[config.mk]
export PLATFORM = sky130hd
export DESIGN_NAME = per_node_selective_ack_tracker
export DESIGN_NICKNAME = d
export VERILOG_FILES = /design/src/hw/rtl/psat_pkg.sv /design/src/hw/rtl/psat_ctrl.sv /design/src/hw/rtl/psat_dp.sv /design/src/hw/rtl/per_node_selective_ack_tracker.sv
export SDC_FILE = /design/constraint.sdc
export NUM_CORES = 1
export LEC_CHECK = 0
export BUFFER_PORTS_ARGS = -buffer_cell sky130_fd_sc_hd__buf_2
export CAP_MARGIN = 0
export CORE_ASPECT_RATIO = 0.8
export CORE_UTILIZATION = 57
export CTS_CLUSTER_SIZE = 10
export DETAILED_ROUTE_END_ITERATION = 8
export PLACE_DENSITY = 0.81
export REMOVE_ABC_BUFFERS = 1
export SETUP_SLACK_MARGIN = 0.2
export SYNTH_ARGS = -nofsm -noshare
export SYNTH_HDL_FRONTEND = slang
export SYNTH_HIERARCHICAL = 1
export SYNTH_SLANG_ARGS = --single-unit
export TNS_END_PERCENT = 20
[constraint.sdc]
create_clock -name clk -period 8 [get_ports clk]
set_input_delay 1.6 -clock clk [delete_from_list [all_inputs] [get_ports clk]]
set_output_delay 1.6 -clock clk [all_outputs]
set_load 0.02 [all_outputs]
[src/hw/rtl/psat_pkg.sv]
// package for the per-node selective ack tracker
// shared types and constants, no dependencies
`default_nettype none
package psat_pkg;
  localparam int unsigned NumTrackers = 8;
  localparam int unsigned IdxW = $clog2(NumTrackers);
  localparam logic [7:0] RebaseLimit = 8'd128;
  localparam logic [7:0] MaskLen = 8'd16;

  typedef enum logic {
    CMD_RECEIPT = 1'b0,
    CMD_FLUSH   = 1'b1
  } cmd_e;

  typedef struct packed {
    logic       cmd;
    logic [7:0] node_id;
    logic [7:0] seq;
  } in_word_t;

  typedef struct packed {
    logic        accepted;
    logic [7:0]  out_node;
    logic [7:0]  acked_base;
    logic [15:0] ack_bits;
    logic [7:0]  last_seq;
  } out_word_t;

  // controller to datapath
  typedef struct packed {
    logic            load;
    logic            scan_step;
    logic            commit;
    logic [IdxW-1:0] idx;
  } psat_cmd_t;

  // datapath to controller
  typedef struct packed {
    logic hit;
    logic changed;
    logic clean_only;
  } psat_stat_t;
endpackage
`default_nettype wire

[src/hw/rtl/psat_ctrl.sv]
// controller fsm for the tracker: walks the slot table one entry a cycle
// depends on psat_pkg
`default_nettype none
module psat_ctrl import psat_pkg::*; (
  input  wire logic       clk,
  input  wire logic       rst_n,
  input  wire logic       in_valid,
  output logic            in_stall,
  input  wire logic       cmd_flush,
  output logic            out_valid,
  input  wire logic       out_stall,
  output psat_cmd_t       cmd,
  input  wire psat_stat_t stat,
  input  wire logic [IdxW-1:0] flush_next
);
  typedef enum logic [3:0] {
    S_IDLE = 4'b0001,
    S_SCAN = 4'b0010,
    S_DONE = 4'b0100,
    S_OUT  = 4'b1000
  } state_t;

  localparam logic [IdxW:0] Last = (IdxW+1)'(NumTrackers - 1);

  state_t state_r, state_nxt;
  logic [IdxW:0] cnt_r, cnt_nxt;
  logic flush_r, flush_nxt;
  logic [IdxW-1:0] idx;

  always_comb begin
    if (flush_r) idx = IdxW'((IdxW+1)'(flush_next) + cnt_r >= (IdxW+1)'(NumTrackers)
                      ? (IdxW+1)'(flush_next) + cnt_r - (IdxW+1)'(NumTrackers)
                      : (IdxW+1)'(flush_next) + cnt_r);
    else idx = cnt_r[IdxW-1:0];
  end

  always_comb begin
    state_nxt = state_r;
    cnt_nxt = cnt_r;
    flush_nxt = flush_r;
    cmd = '0;
    cmd.idx = idx;
    in_stall = 1'b1;
    out_valid = 1'b0;
    unique case (state_r)
      S_IDLE: begin
        in_stall = 1'b0;
        cmd.load = in_valid;
        if (in_valid) begin
          state_nxt = S_SCAN;
          cnt_nxt = '0;
          flush_nxt = cmd_flush;
        end
      end
      S_SCAN: begin
        cmd.scan_step = 1'b1;
        cnt_nxt = cnt_r + 1'b1;
        if (flush_r && stat.changed) state_nxt = S_DONE;
        else if (!flush_r && stat.hit) state_nxt = S_DONE;
        else if (cnt_r == Last) state_nxt = S_DONE;
      end
      S_DONE: begin
        cmd.commit = 1'b1;
        state_nxt = S_OUT;
      end
      S_OUT: begin
        out_valid = 1'b1;
        if (!out_stall) state_nxt = S_IDLE;
      end
      default: state_nxt = S_IDLE;
    endcase
  end

  always_ff @(posedge clk) begin
    if (!rst_n) begin
      state_r <= S_IDLE;
      cnt_r <= '0;
      flush_r <= 1'b0;
    end else begin
      state_r <= state_nxt;
      cnt_r <= cnt_nxt;
      flush_r <= flush_nxt;
    end
  end

  a_onehot: assert property (@(posedge clk) disable iff (!rst_n) $onehot(state_r))
    else $error("state not one-hot");
  a_outonly: assert property (@(posedge clk) disable iff (!rst_n)
    out_valid |-> state_r == S_OUT) else $error("out valid outside out state");
  a_noacc: assert property (@(posedge clk) disable iff (!rst_n)
    !in_stall |-> !out_valid) else $error("accepting while result pending");
endmodule
`default_nettype wire

[src/hw/rtl/psat_dp.sv]
// datapath for the tracker: slot table, scan registers, fold and result
// depends on psat_pkg
`default_nettype none
module psat_dp import psat_pkg::*; (
  input  wire logic      clk,
  input  wire logic      rst_n,
  input  wire in_word_t  in_word,
  input  wire psat_cmd_t cmd,
  output psat_stat_t     stat,
  output logic [IdxW-1:0] flush_next,
  output out_word_t      out_word
);
  logic [NumTrackers-1:0] used_r, used_nxt;
  logic [7:0]  node_r [NumTrackers];
  logic        start_r [NumTrackers];
  logic [7:0]  base_r [NumTrackers];
  logic [15:0] mask_r [NumTrackers];
  logic        dirty_r [NumTrackers];
  logic [7:0]  dseq_r [NumTrackers];
  logic        sv_r [NumTrackers];
  logic [7:0]  sbase_r [NumTrackers];
  logic [15:0] smask_r [NumTrackers];
  logic [IdxW-1:0] fnext_r;

  in_word_t iw_r;
  logic found_r, havefree_r, emit_r;
  logic [IdxW-1:0] slot_r, free_r;
  out_word_t ow_r, ow_nxt;

  logic hit, freeslot, eligible, same;
  always_comb begin
    hit = used_r[cmd.idx] && node_r[cmd.idx] == iw_r.node_id;
    freeslot = !used_r[cmd.idx];
    eligible = used_r[cmd.idx] && start_r[cmd.idx] && dirty_r[cmd.idx];
    same = sv_r[cmd.idx] && sbase_r[cmd.idx] == base_r[cmd.idx]
           && smask_r[cmd.idx] == mask_r[cmd.idx];
    stat.hit = hit;
    stat.changed = eligible && !same;
    stat.clean_only = eligible && same;
  end
  assign flush_next = fnext_r;

  // fold of one sequence into a tracker
  logic [7:0] cb, nb, diff;
  logic [15:0] cm, nm, om;
  logic [4:0] lead;
  logic st, newslot;
  logic [IdxW-1:0] ts;
  always_comb begin
    newslot = !found_r;
    ts = found_r ? slot_r : free_r;
    st = newslot ? 1'b0 : start_r[ts];
    cb = newslot ? 8'd0 : base_r[ts];
    cm = newslot ? 16'd0 : mask_r[ts];
    diff = iw_r.seq - cb;
    nb = cb;
    nm = cm;
    om = '0;
    lead = '0;
    if (!st) begin
      nb = iw_r.seq;
      nm = '0;
    end else if (diff == 8'd0 || diff >= RebaseLimit) begin
      nb = cb;
    end else if (diff > MaskLen) begin
      nb = iw_r.seq;
      nm = '0;
    end else begin
      om = cm | (16'd1 << (diff - 8'd1));
      lead = 5'd16;
      for (int k = 15; k >= 0; k--) if (!om[k]) lead = 5'(k);
      nb = cb + 8'(lead);
      nm = 16'({16'd0, om} >> lead);
    end
  end

  always_comb begin
    ow_nxt = ow_r;
    used_nxt = used_r;
    if (cmd.commit) begin
      ow_nxt = '0;
      if (iw_r.cmd == CMD_RECEIPT) begin
        ow_nxt.out_node = iw_r.node_id;
        if (found_r || havefree_r) begin
          used_nxt[ts] = 1'b1;
          ow_nxt.accepted = 1'b1;
          ow_nxt.acked_base = nb;
          ow_nxt.ack_bits = nm;
          ow_nxt.last_seq = iw_r.seq;
        end
      end else if (emit_r) begin
        ow_nxt.accepted = 1'b1;
        ow_nxt.out_node = node_r[slot_r];
        ow_nxt.acked_base = base_r[slot_r];
        ow_nxt.ack_bits = mask_r[slot_r];
        ow_nxt.last_seq = dseq_r[slot_r];
      end
    end
  end

  always_ff @(posedge clk) begin
    if (!rst_n) begin
      used_r <= '0;
      fnext_r <= '0;
    end else begin
      used_r <= used_nxt;
      if (cmd.commit && iw_r.cmd == CMD_FLUSH && emit_r)
        fnext_r <= (slot_r == IdxW'(NumTrackers - 1)) ? '0 : slot_r + 1'b1;
    end
  end

  always_ff @(posedge clk) begin
    ow_r <= ow_nxt;
    if (cmd.load) begin
      iw_r <= in_word;
      found_r <= 1'b0;
      havefree_r <= 1'b0;
      emit_r <= 1'b0;
    end
    if (cmd.scan_step) begin
      if (iw_r.cmd == CMD_RECEIPT) begin
        if (hit) begin
          found_r <= 1'b1;
          slot_r <= cmd.idx;
        end
        if (freeslot && !havefree_r) begin
          havefree_r <= 1'b1;
          free_r <= cmd.idx;
        end
      end else begin
        if (stat.changed) begin
          emit_r <= 1'b1;
          slot_r <= cmd.idx;
        end
        if (stat.clean_only) dirty_r[cmd.idx] <= 1'b0;
      end
    end
    if (cmd.commit) begin
      if (iw_r.cmd == CMD_RECEIPT) begin
        if (found_r || havefree_r) begin
          node_r[ts] <= iw_r.node_id;
          start_r[ts] <= 1'b1;
          base_r[ts] <= nb;
          mask_r[ts] <= nm;
          dirty_r[ts] <= 1'b1;
          dseq_r[ts] <= iw_r.seq;
          if (newslot) begin
            sv_r[ts] <= 1'b0;
            sbase_r[ts] <= '0;
            smask_r[ts] <= '0;
          end
        end
      end else if (emit_r) begin
        sv_r[slot_r] <= 1'b1;
        sbase_r[slot_r] <= base_r[slot_r];
        smask_r[slot_r] <= mask_r[slot_r];
        dirty_r[slot_r] <= 1'b0;
      end
    end
  end

  assign out_word = ow_r;

  a_fnext: assert property (@(posedge clk) disable iff (!rst_n)
    (cmd.commit && iw_r.cmd == CMD_FLUSH && !emit_r) |=> $stable(fnext_r))
    else $error("flush pointer moved without emit");
  a_used: assert property (@(posedge clk) disable iff (!rst_n)
    !cmd.commit |=> $stable(used_r)) else $error("slot use changed outside commit");
  a_rej: assert property (@(posedge clk) disable iff (!rst_n)
    (cmd.commit && iw_r.cmd == CMD_RECEIPT && !found_r && !havefree_r)
    |=> !ow_r.accepted) else $error("full table accepted receipt");
endmodule
`default_nettype wire

[src/hw/rtl/per_node_selective_ack_tracker.sv]
// top level of the per-node selective ack tracker
// depends on psat_pkg, psat_ctrl and psat_dp
//
// usage: one input word per item on in_word (cmd, node_id, seq), taken when
// in_valid is high and in_stall low. cmd 0 is a receipt: the node's tracker is
// found or the lowest free one claimed, the sequence is folded in and the
// updated tracker is returned. cmd 1 is a flush: trackers are scanned
// round-robin for a dirty one that changed since last sent, which is returned.
// every item gives exactly one output word on out_word with out_valid.
// order of work: the item is accepted, the slots are scanned one slot per cycle
// (stopping at a hit or at the first changed tracker), the result is committed
// and the word is then offered. one item is in flight at a time; in_stall stays
// high until the result is taken. while out_stall is high the output word is
// held unchanged. reset clears all slot-use bits and the flush pointer; no
// clearing pass.
`default_nettype none
module per_node_selective_ack_tracker import psat_pkg::*; (
  input  wire logic     clk,
  input  wire logic     rst_n,
  input  wire logic     in_valid,
  output logic          in_stall,
  input  wire in_word_t in_word,
  output logic          out_valid,
  input  wire logic     out_stall,
  output out_word_t     out_word
);
  psat_cmd_t  cmd;
  psat_stat_t stat;
  logic [IdxW-1:0] flush_next;

  psat_ctrl u_ctrl (
    .clk, .rst_n, .in_valid, .in_stall,
    .cmd_flush(in_word.cmd == CMD_FLUSH),
    .out_valid, .out_stall, .cmd, .stat, .flush_next
  );

  psat_dp u_dp (
    .clk, .rst_n, .in_word, .cmd, .stat, .flush_next, .out_word
  );
endmodule
`default_nettype wire

; ---- Word level (Yosys, flattened, before mapping)
; Memory sizes are Yosys's and may differ from the RTL's. A register that Yosys moved wholly into a read port is not among the register bits.
; Cells that the tools add are included.
[op_classes]
bitwise = 3
addsub = 7
n_lt_le_gt_ge = 6
reduce_logical = 33
n_eq_ne = 13
shifts = 2
muxes = 103
[op_table]
columns = cell, count
row1 = 5-bit 2-to-1 mux, 19
row2 = 41-bit 2-to-1 mux, 2
row3 = 16-bit 2-to-1 mux, 5
row4 = 3-bit 2-to-1 mux, 16
row5 = 1-bit 2-to-1 mux, 45
row6 = 8-bit 2-to-1 mux, 5
row7 = 32-bit 2-to-1 mux, 1
row8 = 4-bit 2-to-1 mux, 6
row9 = 16-bit == test, 1
row10 = 8-bit == test, 2
row11 = 16-bit bitwise OR, 1
row12 = 4-bit one-hot mux with 4 select lines, 1
row13 = 16-bit OR reduction, 1
row14 = 1-bit by 8-bit << shifter with 16-bit output (first input constant), 1
row15 = 16-bit by 5-bit >> shifter with 16-bit output, 1
row16 = 1-bit logical AND, 12
row17 = 3-bit AND reduction, 4
row18 = 8-bit by 5-bit adder with 8-bit output, 1
row19 = 4-bit by 3-bit == test with 1-bit output (second input constant), 2
row20 = 8-bit >= comparator (second input constant), 1
row21 = 8-bit by 5-bit > comparator with 1-bit output (second input constant), 1
row22 = 8-bit zero test, 1
row23 = 3-bit by 4-bit < comparator with 1-bit output (second input constant), 2
row24 = 8-bit bitwise OR, 1
row25 = other kinds (25), 35
[totals]
in_bits = 21
n_memories = 8
reg_bits = 87
out_inout_bits = 43
wordCells = 193
ramBits = 528
[mem_list]
columns = memory, depth, width, rd, rd_clocked_by_memory_dff, wr, line_no
row1 = u_dp.mask_r, 8, 16, 3, 1, 1, psat_dp.sv:17  ; logic [15:0] mask_r [NumTrackers];
row2 = u_dp.smask_r, 8, 16, 1, 0, 1, psat_dp.sv:22  ; logic [15:0] smask_r [NumTrackers];
row3 = u_dp.base_r, 8, 8, 3, 1, 1, psat_dp.sv:16  ; logic [7:0] base_r [NumTrackers];
row4 = u_dp.dseq_r, 8, 8, 1, 1, 1, psat_dp.sv:19  ; logic [7:0] dseq_r [NumTrackers];
row5 = u_dp.node_r, 8, 8, 2, 1, 1, psat_dp.sv:14  ; logic [7:0] node_r [NumTrackers];
row6 = u_dp.sbase_r, 8, 8, 1, 0, 1, psat_dp.sv:21  ; logic [7:0] sbase_r [NumTrackers];
row7 = 2 more memories, --, --, --, --, --, --

; ---- Depth between registers and ports, before layout
; An unclocked memory read counts as a cell.
[logic_depth]
depth_word = 32
ltp_mapped = 36
mapped_depth_nobuf = 32

; ---- Modules after synthesis
; Netlist, hierarchy kept.
[modules_own_cells]
columns = mod, instances, seq_area_each_um2, cells_each, area_per_inst_um2
row1 = psat_dp, 1, 18037.3, 1909, 29597.1
row2 = psat_ctrl, 1, 180.2, 59, 569.3

; ---- Worst setup path after synthesis
; Ideal clock, no wire load.
[synth_path]
kind = reg2reg
startpoint = register u_ctrl.state_r[2]
endpoint = memory u_dp.base_r[5][0], enable pin
setup_time_ps = 440
arrival_time_ps = 7912
path_stages_with_launch = 4
n_path_buf = 0
slack_ps = -352
required_time_ps = 7560
synth_period_minus_slack_ps = 8352
path_cell_list = dfxtp_1 nor4b_1 nand3_1 nor2_1
[synth_lines]
columns = item, line_no
row1 = from (decl), psat_ctrl.sv:25  ; state_t state_r, state_nxt;
row2 = from (signal assigned), psat_ctrl.sv:80  ; state_r <= state_nxt;
row3 = to (decl), psat_dp.sv:16

; ---- Worst setup path after layout
[layout_path]
startpoint = register u_dp.found_r
endpoint = memory u_dp.mask_r[4][9], data pin
[layout_via]
elab_chain_cells = 30
word_cells_on_any_way = 37
cone_classes = 2 x add/sub / 2 x order compare / 2 x shift / 26 x mux / 1 x bitwise / 2 x reduce/logical / 2 x memory
[layout_rtl]
columns = item, line_no
row1 = from (decl), psat_dp.sv:26  ; logic found_r, havefree_r, emit_r;
row2 = from (signal assigned), psat_dp.sv:116  ; found_r <= 1'b0;
row3 = from (signal assigned), psat_dp.sv:123  ; found_r <= 1'b1;
row4 = 3-bit 2-to-1 mux, psat_dp.sv:51  ; ts = found_r ? slot_r : free_r;
row5 = memory read 8 x 8 bit, --
row6 = 8-bit 2-to-1 mux, psat_dp.sv:53  ; cb = newslot ? 8'd0 : base_r[ts];
row7 = 8-bit subtractor, psat_dp.sv:55  ; diff = iw_r.seq - cb;
row8 = 8-bit by 1-bit subtractor with 8-bit output, psat_dp.sv:69  ; om = cm | (16'd1 << (diff - 8'd1));
row9 = 1-bit by 8-bit << shifter with 16-bit output, psat_dp.sv:69
row10 = 16-bit bitwise OR, psat_dp.sv:69
row11 = 5-bit 2-to-1 mux (16 in series), psat_dp.sv:71  ; for (int k = 15; k >= 0; k--) if (!om[k]) lead = 5'(k);
row12 = 5-bit 2-to-1 mux, psat_dp.sv:65  ; end else if (diff > MaskLen) begin
row13 = 5-bit 2-to-1 mux, psat_dp.sv:63  ; end else if (diff == 8'd0 || diff >= RebaseLimit) begin
row14 = 5-bit 2-to-1 mux, psat_dp.sv:60  ; if (!st) begin
row15 = 16-bit by 5-bit >> shifter with 16-bit output, psat_dp.sv:73  ; nm = 16'({16'd0, om} >> lead);
row16 = 16-bit 2-to-1 mux, psat_dp.sv:65
row17 = 16-bit 2-to-1 mux, psat_dp.sv:63
row18 = 16-bit 2-to-1 mux (*), psat_dp.sv:60
row19 = via u_dp.nm[9], psat_dp.sv:45  ; logic [15:0] cm, nm, om;
row20 = to (decl), psat_dp.sv:17
; The timed path passes the listed nets; every way through them passes the cells marked *. The select of a mux whose other input is x is not followed.

==> reports/results.tsv <==
stage	metric	value	unit
sta	slew_headroom	21.0	%
global_routing	grt_antenna_before_repair	1	
finish	mostFrequentLayoutCells	edfxtp_1 (584), mux4_2 (200), nand2_1 (147)	
placed_design	dp_cells	2689	
cts	cts.root.buffer_cell	clkbuf_16	
critical_path	reg2reg_slack	0.41	ns
critical_path	max_stage_delay	0.95	ns
critical_path	worstPathCellList	mux2i_2 -> nand2_1 -> nor2_1 -> a31oi_1 -> o21ai_0 -> ha_2 -> nor2b_4 -> a221oi_4 -> xor2_4 -> nand3_4 -> nor4b_4 -> a211oi_4 -> buf_4 -> o41ai_2 -> o21ai_1 -> buf_4 -> a221oi_2 -> o21ai_0 -> o221ai_1 -> o21ai_1 -> o22ai_1	
floorplan	core	52400	sq um
route	vias_per_cell	7.24	
sta	final-setup-viol-count	0	
critical_path	path_buf_inv	2	
sta	fin_worst_skew	0.0254	ns
finish	num_antenna_cells	0	
logic_synthesis	yosysWarnings	6	
critical_path	r2r_end	u_dp/mask_r[4][9]$_DFFE_PP_	
pwr	pwr_density_cell	205	nW/um^2
finish	final_common_cell	edfxtp_1	
route	firstDrtPassIters	6	
route	drc	0	
finish	stdcell_count	2794	
sta	slew_viol_final	0	
global_routing	track_usage	32.6	%
cts	cts_buffers	72	
global_routing	grt_pass1_vias	20256	
floorplan	die-area	53900	sq um
logic_synthesis	syn_avg_cell_area	15.3	sq um
finish	design_area	33700	sq um
logic_synthesis	yosys.area.top_type	edfxtp_1	
worst_hold_path	whs_path_depth	1	
critical_path	worstRegToRegCells	21	
logic_synthesis	synth.top_cells.by_area	edfxtp_1 (58%), mux4_2 (15%), mux2i_1 (2.4%)	
sta	max_freq	132	MHz
route	drtAntennaViolNets	0	
logic_synthesis	yosysUniqueCellTypes	113	
sta	post-route-period-util	94.8	%
sta	setup_slack	0.413	ns
cts	clk_pin_slew_worst_paths	0.05	ns
floorplan	initial_core_util	57.6	%
finish	fin_nets	2123	
logic_synthesis	async_flop_share	0	%
sta	period_needed	7.59	ns
sta	rsz0062_at_grt	true	
logic_synthesis	ys_seq_elements	618	
floorplan	die_w	259	microns
sta	hold_violations	0	
finish	fillers	3608	
placed_design	dpl-instance-area	31600	sq um
route	drtIter0Drc	3233	
route	routed_wl	86400	microns
sta	worst_pin_slew	1.18	ns
status	status	complete, no violations	
finish	syn_to_final_growth	11.7	%
route	vias	20233	
finish	multiInputGateArea	11400	sq um
critical_path	worstPathRequired	8.24	ns
global_routing	overflow	0	
global_routing	grt_max_degree	65	
worst_hold_path	holdPathEnd	u_dp/used_r[2]$_SDFFE_PN0P_	
cts	cts_num_sinks	618	
floorplan	fp.dieH	208	microns
worst_hold_path	hp-class	flop to flop	
critical_path	endpoint_kind	flop	
critical_path	timing.rr.start	u_dp/found_r$_DFF_P_	
pwr	ir_drop	0.206	mV
critical_path	path_max_fanout	10	
floorplan	pin_count	64	
critical_path	critPathSlowestCell	o22ai_1	
critical_path	crit_path_start	u_dp/found_r$_DFF_P_	
logic_synthesis	synth_edf_count	584	
placed_design	pre_cts_ws	0.145	ns
critical_path	worstSetupPathType	flop to flop	
route	avgRoutedWirePerCell	30.9	microns
logic_synthesis	synth_top_area_share	58.1	%
cts	clk_path_buf_depth	3	
worst_hold_path	worstHoldStart	u_dp/used_r[2]$_SDFFE_PN0P_	
logic_synthesis	synth_ff_type	edfxtp_1	
pwr	power	6.90	mW
critical_path	crit_arrival	7.83	ns
pwr	leakagePower	10.5	nW
global_routing	grt_pass1_wl	128000	microns
logic_synthesis	synth-seq-area-share	60.4	%
cts	cts_tree	built	
placed_design	hpwl	55900	microns
floorplan	num_rows	75	
cts	cts_htree_levels	3	
logic_synthesis	syn-cell-area	30200	sq um
finish	seq_area	18200	sq um
placed_design	gp_congestion	1.01	
finish	layout-drive-gt1-share	26.1	%
critical_path	startpoint_type	flop	
logic_synthesis	synth_cells	1968	
critical_path	path_delay_family	compound AO/OA/AOI/OAI gates	
placed_design	port_buffers	63	
run	drv_cap	0	
cts	insertion_delay	0.61	ns
-- synthesized netlist by cell type, types with 6 or more instances --
cell	count
nand3_1	40
nor4_1	13
dfxtp_1	34
clkbuf_1	75
nand2_1	148
o2111ai_1	7
inv_1	42
and2_1	10
a22oi_1	6
mux2i_1	73
nor2_1	108
or3_1	6
o221ai_1	12
a31oi_1	23
xnor2_1	27
o31ai_1	13
mux4_2	200
xor2_1	39
mux2_2	6
o21ai_0	65
nor3_1	36
buf_1	22
buf_2	6
a311oi_1	6
o21a_1	20
ha_1	18
a21oi_1	57
a211oi_1	11
o211ai_1	8
buf_6	8
a221oi_1	9
edfxtp_1	584
nand4_1	7
o22ai_1	32
a32oi_1	6
nor2b_1	9
a21o_1	14
nand2b_1	22
-- metrics by stage --
| step | util, % | setup TNS, ns | hold WS, ns |
|---|---|---|---|
| 2_1_floorplan | - | -474.13 | 0.435 |
| 3_3_place_gp | 60.3 | 0 | 0.442 |
| 3_5_place_dp | 60.3 | 0 | 0.455 |
| 4_1_cts | 64.1 | 0 | 0.467 |
| 5_1_grt | 64.3 | 0 | 0.482 |
| 6_report | 64.3 | 0 | 0.471 |
-- power breakdown --
group	internal (mW)	switching, mW
logic	0.166	0.291
registers	3.54	0.0333
clock network	1.67	1.20
total	5.37	1.53
-- kinds of logic (layout without fill, tap and decap cells) --
kind of cell	after synthesis	in the layout	share of synthesized area (%)
buffers and inverters	167	300	2.52
AO/OA/AOI/OAI	374	374	9.32
multiplexers	283	283	17.8
flip-flops	618	618	60.4
XOR/XNOR	69	69	2.14
AND/OR/NAND/NOR	436	436	6.92
adder cells (fa/ha/maj)	21	21	0.946
-- registers in the layout, summed over array words and instances, names as in the netlist, named ones only --
register / flops
u_dp/dseq_r: 64
u_ctrl/cnt_r: 4
u_dp/smask_r: 128
u_dp/base_r: 64
u_ctrl/state_r: 4
u_dp/out_word: 41
u_dp/emit_r: 1
u_dp/mask_r: 128
u_dp/free_r: 3
u_dp/sv_r: 8
u_dp/slot_r: 3
u_dp/flush_next: 3
u_ctrl/flush_r: 1
u_dp/iw_r: 17
u_dp/dirty_r: 8
u_dp/used_r: 8
u_dp/havefree_r: 1
u_dp/found_r: 1
u_dp/sbase_r: 64
u_dp/node_r: 64
-- how the worst max path moves through the flow --
stage / cells after the start / endpoint / slack [ns]
after global routing: 33 / u_dp/out_word[31]$_DFFE_PP_ / 0.17
after CTS: 30 / u_dp/out_word[28]$_DFFE_PP_ / 0.24
final: 21 / u_dp/mask_r[4][9]$_DFFE_PP_ / 0.41
after detailed placement: 33 / u_dp/out_word[30]$_DFFE_PP_ / 0.14
after global placement: 33 / u_dp/out_word[30]$_DFFE_PP_ / 0.26
after floorplan: 5 / u_dp/sbase_r[3][0]$_DFFE_PP_ / -1.46
-- repair_timing --
item / in CTS / in global routing
cloned: 0 / 0
gates resized for setup: 0 / 15
buffers inserted: 5 / 6
pin swaps: 1 / 1
hold buffers: 0 / 0
endpoints found under the setup margin: 13 / 90
-- area by class of cell --
cell class / count / area share, %
sequential: 618 / 54.1
multi-input combinational: 1183 / 33.7
clock buffer: 89 / 5.69
timing repair buffer: 158 / 3.24
tap: 693 / 2.57
inverter: 48 / 0.535
clock inverter: 5 / 0.137
-- layer usage --
layer	vias up	global-route usage (%)	wire [microns]
met4	2	12.7	3710
li1	8156	-	-
met5	-	0	14
met1	10117	46.0	32500
met3	294	9.76	11800
met2	1664	47.8	38300
Power figures use the tool's default switching activity.
